--- src/assert_macros.svh ---
// ----------------------------------------------------------------------------
// assert_macros.svh
// Concurrent assertion helpers, compiled out for synthesis.
// ----------------------------------------------------------------------------
`ifndef ASSERT_MACROS_SVH
`define ASSERT_MACROS_SVH

`ifndef SYNTHESIS
// assertion checked on every rising edge outside reset
`define BRIP_ASSERT(lbl, clk, rstn, prop, msg) \
  lbl: assert property (@(posedge clk) disable iff (!rstn) prop) else $error(msg);
// assertion checked also while reset is held
`define BRIP_ASSERT_ALWAYS(lbl, clk, prop, msg) \
  lbl: assert property (@(posedge clk) prop) else $error(msg);
`else
`define BRIP_ASSERT(lbl, clk, rstn, prop, msg)
`define BRIP_ASSERT_ALWAYS(lbl, clk, prop, msg)
`endif

`endif

--- src/brip_pkg.sv ---
// ----------------------------------------------------------------------------
// brip_pkg
// Relocation kinds, status codes, stage records and field masks.
// ----------------------------------------------------------------------------
package brip_pkg;

  typedef enum logic [3:0] {
    KIND_BR32   = 4'd0,
    KIND_BRCC32 = 4'd1,
    KIND_BAL32  = 4'd2,
    KIND_ABS6   = 4'd3,
    KIND_ABS9   = 4'd4,
    KIND_ABS10  = 4'd5,
    KIND_ABS12  = 4'd6,
    KIND_ABS16  = 4'd7,
    KIND_SHIFT6 = 4'd8,
    KIND_OFF10  = 4'd9,
    KIND_OTHER  = 4'd10
  } kind_e;

  typedef enum logic [1:0] {
    STATUS_OK           = 2'd0,
    STATUS_OUT_OF_RANGE = 2'd1,
    STATUS_NOT_HANDLED  = 2'd2
  } status_e;

  localparam int unsigned LocW   = 27;
  localparam int unsigned SpaceW = 5;
  localparam int unsigned ValW   = LocW + 1;

  // after the adds
  typedef struct packed {
    logic [3:0]  kind;
    logic        generic;
    logic        over;
    logic        scale;
    logic [31:0] target;
    logic [31:0] site;
    logic [31:0] word;
  } s1_t;

  // after space, distance and word scaling
  typedef struct packed {
    logic [3:0]            kind;
    logic                  generic;
    logic                  bad;
    logic signed [ValW-1:0] val;
    logic [31:0]           word;
  } s2_t;

  function automatic logic [31:0] clear_mask(logic [3:0] kind);
    logic [31:0] m;
    case (kind)
      KIND_BR32:   m = 32'h1fff01ff;
      KIND_BRCC32: m = 32'h1fc001c0;
      KIND_BAL32:  m = 32'h1ff801f8;
      KIND_ABS6:   m = 32'h00070007;
      KIND_ABS9:   m = 32'h1c070007;
      KIND_ABS10:  m = 32'h1e070007;
      KIND_ABS12:  m = 32'h003f003f;
      KIND_ABS16:  m = 32'h1e3f003f;
      KIND_SHIFT6: m = 32'h00070007;
      KIND_OFF10:  m = 32'h1e070007;
      default:     m = 32'h00000000;
    endcase
    return m;
  endfunction

endpackage

--- src/brip_insert.sv ---
// ----------------------------------------------------------------------------
// brip_insert
// Per-kind range check and scatter of the value into the instruction fields.
// ----------------------------------------------------------------------------
module brip_insert import brip_pkg::*; (
  input  logic [3:0]             kind,
  input  logic signed [ValW-1:0] val,
  input  logic [31:0]            word,
  output logic                   fits,
  output logic [31:0]            patched
);

  logic [ValW-1:0] u;
  logic [31:0]     ins;

  always_comb begin
    case (kind)
      KIND_BR32:   fits = (&val[ValW-1:21]) || !(|val[ValW-1:21]);
      KIND_BRCC32: fits = (&val[ValW-1:9])  || !(|val[ValW-1:9]);
      KIND_BAL32:  fits = (&val[ValW-1:17]) || !(|val[ValW-1:17]);
      KIND_OFF10:  fits = (&val[ValW-1:10]) || !(|val[ValW-1:10]);
      KIND_ABS6:   fits = !(|val[ValW-1:6]);
      KIND_ABS9:   fits = !(|val[ValW-1:9]);
      KIND_ABS10:  fits = !(|val[ValW-1:10]);
      KIND_ABS12:  fits = !(|val[ValW-1:12]);
      KIND_ABS16:  fits = (val >= -ValW'(32768)) && (val <= ValW'(65535));
      KIND_SHIFT6: fits = (val >= ValW'(1)) && (val <= ValW'(64));
      default:     fits = 1'b0;
    endcase
  end

  // shift counts are stored minus one
  assign u = (kind == KIND_SHIFT6) ? (val - ValW'(1)) : val;

  always_comb begin
    ins = '0;
    case (kind)
      KIND_BR32: begin
        ins[8:0]   = u[8:0];
        ins[28:16] = u[21:9];
      end
      KIND_BRCC32: begin
        ins[8:6]   = u[2:0];
        ins[28:22] = u[9:3];
      end
      KIND_BAL32: begin
        ins[8:3]   = u[5:0];
        ins[28:19] = u[15:6];
      end
      KIND_ABS6, KIND_SHIFT6: begin
        ins[2:0]   = u[2:0];
        ins[18:16] = u[5:3];
      end
      KIND_ABS9: begin
        ins[2:0]   = u[2:0];
        ins[18:16] = u[5:3];
        ins[28:26] = u[8:6];
      end
      KIND_ABS10, KIND_OFF10: begin
        ins[2:0]   = u[2:0];
        ins[18:16] = u[5:3];
        ins[28:25] = u[9:6];
      end
      KIND_ABS12: begin
        ins[5:0]   = u[5:0];
        ins[21:16] = u[11:6];
      end
      KIND_ABS16: begin
        ins[5:0]   = u[5:0];
        ins[21:16] = u[11:6];
        ins[28:25] = u[15:12];
      end
      default: ins = '0;
    endcase
  end

  assign patched = (word & ~clear_mask(kind)) | ins;

endmodule

--- src/branch_and_immediate_reloc_patcher.sv ---
// ----------------------------------------------------------------------------
// branch_and_immediate_reloc_patcher
// Patches one instruction word for one branch or immediate relocation.
// ----------------------------------------------------------------------------
// Usage:
//   The in_ channel carries one relocation per beat: kind, symbol value,
//   addend, section base, site offset, section size, the code and debug
//   flags and the original word. The out_ channel returns one beat per
//   input beat, in order: the patched word and a status (ok, out of range,
//   or not handled for generic kinds, which leave the word unchanged).
//   out_valid rises once the beat has passed the stage 1, 2 and 3
//   registers; one beat per cycle is sustained while out_ready is high.
//   Stage 1 does the two 32-bit adds and the section
//   limit compare, stage 2 the space check, site distance and word
//   scaling, stage 3 the range check and field insert into the output
//   register.
//   Each stage holds its beat while the next one is full, so a stall on
//   out_ready backs up stage by stage; bubbles are squeezed out and
//   in_ready drops only when all three stages are full and stalled.
//   Synchronous reset (rst_n low) empties the pipeline; no other state.
// ----------------------------------------------------------------------------
`include "assert_macros.svh"

module branch_and_immediate_reloc_patcher import brip_pkg::*; (
  input  logic        clk,
  input  logic        rst_n,
  input  logic        in_valid,
  output logic        in_ready,
  input  logic [3:0]  in_reloc_kind,
  input  logic [31:0] in_symbol_value,
  input  logic signed [31:0] in_addend,
  input  logic [31:0] in_section_base,
  input  logic [31:0] in_site_offset,
  input  logic [31:0] in_section_size,
  input  logic        in_symbol_in_code,
  input  logic        in_site_in_debug,
  input  logic [31:0] in_original_word,
  output logic        out_valid,
  input  logic        out_ready,
  output logic [31:0] out_patched_word,
  output logic [1:0]  out_status
);

  logic  s1_v_r, s2_v_r, s3_v_r;
  s1_t   s1_r, s1_nxt;
  s2_t   s2_r, s2_nxt;
  logic  rdy1, rdy2, rdy3;
  logic  [31:0] word_r, word_nxt;
  status_e status_r, status_nxt;

  // stage advance chain
  assign rdy3 = !s3_v_r || out_ready;
  assign rdy2 = !s2_v_r || rdy3;
  assign rdy1 = !s1_v_r || rdy2;
  assign in_ready = rdy1;

  // stage 1: adds and section limit
  always_comb begin
    s1_nxt.kind    = in_reloc_kind;
    s1_nxt.generic = (in_reloc_kind > KIND_OFF10);
    s1_nxt.over    = (in_site_offset > in_section_size);
    s1_nxt.scale   = in_symbol_in_code && !in_site_in_debug;
    s1_nxt.target  = in_symbol_value + in_addend;
    s1_nxt.site    = in_section_base + in_site_offset;
    s1_nxt.word    = in_original_word;
  end

  // stage 2: space, distance, word scaling
  logic                   pcrel;
  logic [SpaceW-1:0]      tspace;
  logic                   space_bad;
  logic signed [ValW-1:0] tloc, sloc, site_dist;
  logic                   odd;

  always_comb begin
    pcrel     = (s1_r.kind == KIND_BR32) || (s1_r.kind == KIND_BRCC32) ||
                (s1_r.kind == KIND_BAL32);
    tspace    = s1_r.target[31:LocW];
    space_bad = pcrel && (tspace != '0) && (tspace != s1_r.site[31:LocW]);
    tloc      = {1'b0, s1_r.target[LocW-1:0]};
    sloc      = {1'b0, s1_r.site[LocW-1:0]};
    site_dist = pcrel ? (tloc - sloc) : tloc;
    odd       = s1_r.scale && (site_dist[0] || sloc[0]);
    s2_nxt.kind    = s1_r.kind;
    s2_nxt.generic = s1_r.generic;
    s2_nxt.bad     = s1_r.over || space_bad || odd;
    s2_nxt.val     = s1_r.scale ? (site_dist >>> 1) : site_dist;
    s2_nxt.word    = s1_r.word;
  end

  // stage 3: range check and insert
  logic        fits;
  logic [31:0] patched;

  brip_insert u_insert (
    .kind    (s2_r.kind),
    .val     (s2_r.val),
    .word    (s2_r.word),
    .fits    (fits),
    .patched (patched)
  );

  always_comb begin
    if (s2_r.generic) begin
      status_nxt = STATUS_NOT_HANDLED;
    end else if (s2_r.bad || !fits) begin
      status_nxt = STATUS_OUT_OF_RANGE;
    end else begin
      status_nxt = STATUS_OK;
    end
    word_nxt = (status_nxt == STATUS_OK) ? patched : s2_r.word;
  end

  always_ff @(posedge clk) begin
    if (!rst_n) begin
      s1_v_r <= 1'b0;
      s2_v_r <= 1'b0;
      s3_v_r <= 1'b0;
    end else begin
      if (rdy1) begin
        s1_v_r <= in_valid;
      end
      if (rdy2) begin
        s2_v_r <= s1_v_r;
      end
      if (rdy3) begin
        s3_v_r <= s2_v_r;
      end
    end
  end

  always_ff @(posedge clk) begin
    if (rdy1 && in_valid) begin
      s1_r <= s1_nxt;
    end
    if (rdy2 && s1_v_r) begin
      s2_r <= s2_nxt;
    end
    if (rdy3 && s2_v_r) begin
      word_r   <= word_nxt;
      status_r <= status_nxt;
    end
  end

  assign out_valid        = s3_v_r;
  assign out_patched_word = word_r;
  assign out_status       = status_r;

  `BRIP_ASSERT(a_full_stall_blocks, clk, rst_n, (s1_v_r && s2_v_r && s3_v_r && !out_ready) |-> !in_ready, "full stalled pipeline still takes beats")
  `BRIP_ASSERT(a_out_from_s2, clk, rst_n, $rose(out_valid) |-> $past(s2_v_r), "output beat appeared without a stage 2 beat")
  `BRIP_ASSERT(a_generic_status, clk, rst_n, (s2_v_r && rdy3 && (s2_r.kind > KIND_OFF10)) |=> (out_status == STATUS_NOT_HANDLED), "generic kind not reported as not handled")
  `BRIP_ASSERT(a_bad_never_ok, clk, rst_n, (s2_v_r && rdy3 && s2_r.bad) |=> (out_status != STATUS_OK), "failed site check reported ok")

endmodule
--- config.mk ---
export PLATFORM = sky130hd
export DESIGN_NAME = branch_and_immediate_reloc_patcher
export DESIGN_NICKNAME = d
export VERILOG_FILES = /design/src/brip_pkg.sv /design/src/brip_insert.sv /design/src/branch_and_immediate_reloc_patcher.sv
export VERILOG_INCLUDE_DIRS = /design/src /design/src/src
export SDC_FILE = /design/constraint.sdc
export NUM_CORES = 1
export LEC_CHECK = 0
export BUFFER_PORTS_ARGS = -buffer_cell sky130_fd_sc_hd__buf_2
export CAP_MARGIN = 20
export CORE_UTILIZATION = 49
export CTS_BUF_LIST = sky130_fd_sc_hd__clkbuf_2 sky130_fd_sc_hd__clkbuf_4 sky130_fd_sc_hd__clkbuf_8
export DETAILED_ROUTE_END_ITERATION = 16
export PLACE_DENSITY = 0.74
export SYNTH_ARGS = -nofsm -noshare
export SYNTH_HDL_FRONTEND = slang
export SYNTH_SLANG_ARGS = --single-unit
--- constraint.sdc ---
create_clock -name clk -period 17.97 [get_ports clk]
set_input_delay 1.797 -clock clk [delete_from_list [all_inputs] [get_ports clk]]
set_output_delay 1.797 -clock clk [all_outputs]
set_load 0.02 [all_outputs]
-- After elaboration in Yosys (flattened, before gate mapping)
Memories as Yosys holds them, arrays and structs flattened. A register that Yosys moved wholly into a read port is not among the register bits.
Cells that the tools add are included.
- output and inout port bits: 36
- input port bits: 202
- memories: 1
- bits in registers: 206
- word-level logic and storage cells: 112
- bits in read-only memories: 352
- memory list (name ; words ; bits a word ; rd ports ; clocked after memory_dff ; wr ports ; RTL line ; source):
    (no name shown) ; 16 ; 22 ; 1 ; 1 ; 0 ; brip_pkg.sv:53 ; case (kind)
- bitwise operators: 3
- reduce and logical (&&, ||, !) cells: 53
- $lt $le $gt $ge: 6
- multiplexer cells: 16
- add/subtract/negate cells: 4
- eq/ne operators: 12
- operators by type and width (operator ; number):
    32-bit adder ; 2
    3-bit one-hot mux with 3 select lines ; 4
    32-bit AND ; 1
    32-bit > comparator ; 1
    32-bit 2-to-1 mux ; 1
    32-bit NOT ; 1
    32-bit by 29-bit bitwise OR with 32-bit output ; 1
    28-bit by 16-bit greater-or-equal comparator with 1-bit output (second input constant) ; 1
    28-bit by 2-bit greater-or-equal comparator with 1-bit output (second input constant) ; 1
    28-bit by 17-bit less-or-equal comparator with 1-bit output (second input constant) ; 1
    28-bit by 8-bit less-or-equal comparator with 1-bit output (second input constant) ; 1
    28-bit 2-to-1 mux ; 1
    27-bit by 27-bit subtractor with 28-bit output ; 1
    27-bit 2-to-1 mux ; 1
    22-bit 2-to-1 mux ; 1
    22-bit OR reduction ; 1
    22-bit by 2-bit subtractor with 22-bit output (second input constant) ; 1
    19-bit AND reduction ; 1
    19-bit OR reduction ; 1
    18-bit AND reduction ; 1
    18-bit OR reduction ; 1
    4-bit by 3-bit equality test with 1-bit output (second input constant) ; 4
    16-bit OR reduction ; 1
    1-bit logical OR ; 13
    26 further kinds ; 51

-- Depth between registers and ports, before layout
- depth after elaboration: 10
- mapped depth: 12
- mapped depth without buffers: 12

-- Modules after synthesis
Synthesis repeated with hierarchy kept, for this count alone.
- cell total of the unflattened synthesis: 1340
- area, all modules: 14302.5 µm²
- by module, submodules not included (module ; cells an instance ; instances ; area an instance (µm²)):
    branch_and_immediate_reloc_patcher ; 1133 ; 1 ; 12919.9
    brip_insert ; 207 ; 1 ; 1382.6

-- Worst setup path before layout
No wires, ideal clock.
- kind: input port to flip-flop
- from: input out_ready
- to: register s1_r[0] (netlist name), enable pin
- path buffers: 0
- cell stages on the path: 2
- required time: 17.344 ns
- library setup time: 0.626 ns
- slack: 10.288 ns
- data arrival time: 7.055 ns
- cell sequence: nor2b_1 a31oi_1
- word-level cells in the longest chain between the ends: 4
- RTL lines (what ; RTL line ; source):
    start: declaration ; branch_and_immediate_reloc_patcher.sv:39 ; input logic out_ready,
    1-bit logical OR ; branch_and_immediate_reloc_patcher.sv:52 ; assign rdy3 = !s3_v_r || out_ready;
    1-bit logical OR ; branch_and_immediate_reloc_patcher.sv:53 ; assign rdy2 = !s2_v_r || rdy3;
    1-bit logical OR ; branch_and_immediate_reloc_patcher.sv:54 ; assign rdy1 = !s1_v_r || rdy2;
    1-bit logical AND ; branch_and_immediate_reloc_patcher.sv:133 ; if (rdy1 && in_valid) begin
    end signal: assignment ; branch_and_immediate_reloc_patcher.sv:134 ; s1_r <= s1_nxt;
    end: declaration ; branch_and_immediate_reloc_patcher.sv:45 ; s1_t s1_r, s1_nxt;
No other way between the ends.
A chain may end at the register's enable or synchronous reset.

==> summary.md <==
| Metric | Value |
|---|---|
| Nets | between 1,500 and 2,000 |
| Clock Latency Late Sink | around 0.53 ns |
| Mean post-synth cell area | 10.3 um2 |
| CTS Buffer Depth | 3 |
| Commonest cells in the netlist | 203 x edfxtp_1, 128 x ha_1, 125 x a21oi_1 |
| Pin count of the biggest net entering global routing | 74 |
| CP arrival | 5.12 ns |
| Crit-path max FO | 5 |
| RSZ-0062 raised after global routing | no |
| Hold-fix buffers at CTS | 0 |
| DRT antenna net count | 0 |
| Syn Inst Count | approximately 1,300 |
| Slew of the pin with the lowest slew margin | 0.997 ns |
| P_leak | 0.00682 uW |
| Yosys top cell area share | ~44% |
| Sequential Power Share | between 40% and 50% |
| Mapped Nets | roughly 1,700 |
| Avg WL per Cell | roughly 16 um |
| Post-CTS Resized | 0 |
| Die span in y | around 170 um |
| Share of layout cells above drive strength 1 | 20.0% |
| Worst Setup End Kind | flip-flop |
| Via density | about 5.6 |
| Die Area | 28,900 um2 |
| Site row count | between 60 and 70 |
| Total congestion overflow | 0 |
| Half-perimeter wire length after detailed placement | about 26,000 um |
| Sequential-to-total area share from yosys stat | between 40% and 50% |
| Final hold vios | 0 |
| CTS Buf Count | 37 |
| Port bufs | ~240 |
| Clock sink count | between 200 and 250 |
| Status | finished clean |
| Fin. max-slew vios | 0 |
| First-pass GRT wire length | about 52,000 um |
| CP startpoint kind | input port |
| DRC violations left | 0 |
| Total track usage | a little under a quarter |
| Final Non-Filler Cells | around 2,000 |
| Async SR Flop Fraction | 0% |
| Io pins | 238 |
| Layout Skew | around 0.022 ns |
| # Post-CTS Setup Buffers | 0 |
| CORE AREA | 27,800 um2 |
| Final Critical Period | roughly 4.8 ns |
| Slew HR | around a third |
| Critical path start-end classification | input port to flip-flop |
| Post-synth EDFFs | between 200 and 250 |
| Initial antenna violation count | 1 |
| Net Sw Frac | a little under a third |
| GP Congestion | 0.906 |
| Peak VDD IR | around 36 uV |
| Comb pwr share | between 20% and 30% |
| Hold Path Class | flip-flop to flip-flop |
| Initial drt markers | 554 |
| Part of the power in the clock network | approximately 28% |
| #FFs+latches synth | 211 |
| Antenna diode count | 0 |
| Fmax | slightly above 200 MHz |
| Die extent in x | 170 um |
| P_sw | approximately 440 uW |
| Clock-pin slew on the worst setup and hold paths | around 0.06 ns |
| Yosys warns | 0 |
| P_int | between 900 and 1000 uW |
| Post-synth top area cell | edfxtp_1 |
| Initial core utilization | 49.8% |
| Root buffer cell | clkbuf_8 |
| Area Overhead vs Synth | 16.7% |
| Pwr Density | between 80 and 90 nW/um2 |
| CTS H-tree depth | 2 |
| Vias in the first global route | roughly 11,000 |
| Ranking of synthesized cells by area | edfxtp_1 44%, ha_1 12%, a21oi_1 4.5% |
| Routed Wire Length | 32,600 um |
| Post-route setup TNS | 0 ns |
| Synth unique cells | 69 |
| CTS tree | done |
| Fin crit share | around 27% |
| # setup viols final | 0 |
| Req. time, crit path | ~18 ns |
| DP Cell Count | just under 2,000 |
| Max_cap viols | 0 |
| Synthesized area | about 14,000 um2 |
| Dominant synthesized flop cell | edfxtp_1 |
| First-pass iteration count of the detailed router | 6 |
| Top-count cell post-synth | edfxtp_1 |
| Overall Power | 1430 uW |
| Vias after detailed routing | between 10,000 and 15,000 |
==> worst paths after layout <==
kind	cells past startpoint	endpoint	slack, ns	startpoint
setup / recovery	13	s1_r[92]$_DFFE_PP_	13.12	in_symbol_value[0]
setup reg to reg	11	s2_r[55]$_DFFE_PP_	14.54	s1_r[33]$_DFFE_PP_
hold / removal	0	s2_r[8]$_DFFE_PP_	0.42	s1_r[8]$_DFFE_PP_
hold reg to reg	0	s2_r[8]$_DFFE_PP_	0.42	s1_r[8]$_DFFE_PP_
==> cell type report <==
type | count | area (um2)
Multi-Input combinational cell | 1005 | 7110
Tap cell | 378 | 473
Inverter | 95 | 357
Sequential cell | 211 | 6260
Timing Repair Buffer | 248 | 1270
Clock inverter | 16 | 86.3
Fill cell | 2496 | 11600
Clock buffer | 47 | 584
==> state kept, by name (all words and copies together), names as in the netlist, named ones only <==
signal / count
out_valid: 1
s1_r: 103
out_patched_word: 32
s2_v_r: 1
out_status: 2
s2_r: 66
s1_v_r: 1
==> worst max-delay path, cell delays in order <==
cell and delay [ns]:
buf_2 0.10, ha_1 0.22, inv_1 0.08, fa_1 0.21
nor2b_1 0.07, o31a_1 0.27, o31ai_1 0.42, a21oi_1 0.20
o41ai_1 0.64, o21ai_1 0.28, a2111oi_0 0.54, nor3_1 0.14
xor2_1 0.16
==> power groups by stage <==
| stage | logic (uW) | registers [uW] | clock network, uW |
|---|---|---|---|
| CTS | 394 | 631 | 414 |
| global route | 443 | 635 | 432 |
| global placement | 384 | 639 | 0 |
| detailed placement | 391 | 640 | 0 |
| floorplan | 295 | 633 | 0 |
| finish | 395 | 631 | 404 |
==> through the flow <==
stage               hold slack [ns]  setup WS, ns  utilization, %  instance area (um2)
floorplan                     0.400         10.29               -                13800
global placement              0.401         12.82            55.7                15500
detailed placement            0.405         12.63            55.7                15500
CTS                           0.418         13.20            58.1                16100
global route                  0.423         12.86            58.1                16100
finish                        0.415         13.12            58.1                16100
==> kinds of logic after synthesis <==
group,Yosys count,synth area share (%)
buffers and inverters,129,3.50
AND/OR/NAND/NOR,346,12.3
flip-flops,211,45.2
AO/OA/AOI/OAI,417,19.3
multiplexers,20,1.91
adder cells (fa/ha/maj),131,12.0
XOR/XNOR,91,5.76
==> cells in the final DEF (no fill, tap or decap), types with 12 or more instances in the layout <==
cell and instances:
o21ai_0 88, nand3_1 29, o21a_1 27, a211oi_1 21, a21o_1 44, nand4_1 19
nor2b_1 20, and2_1 12, nand2b_1 12, buf_2 237, inv_1 92, nand2_1 76
clkbuf_8 37, a21oi_1 125, ha_1 128, xnor2_1 60, xor2_1 31, mux2i_1 14
and3_1 13, nor3_1 28, a31oi_1 18, nor2_1 96, edfxtp_1 203
==> metal layers <==
layer / up-vias / part of all wire (%) / GRT usage, %
met2: 390 / 49 / 39.7
met3: 77 / 6.3 / 4.21
li1: 5577 / - / -
met4: 2 / 3.2 / 8.50
met1: 5100 / 42 / 27.4
met5: - / 0.040 / 0
Note: power is estimated with default switching activity, not from simulation.
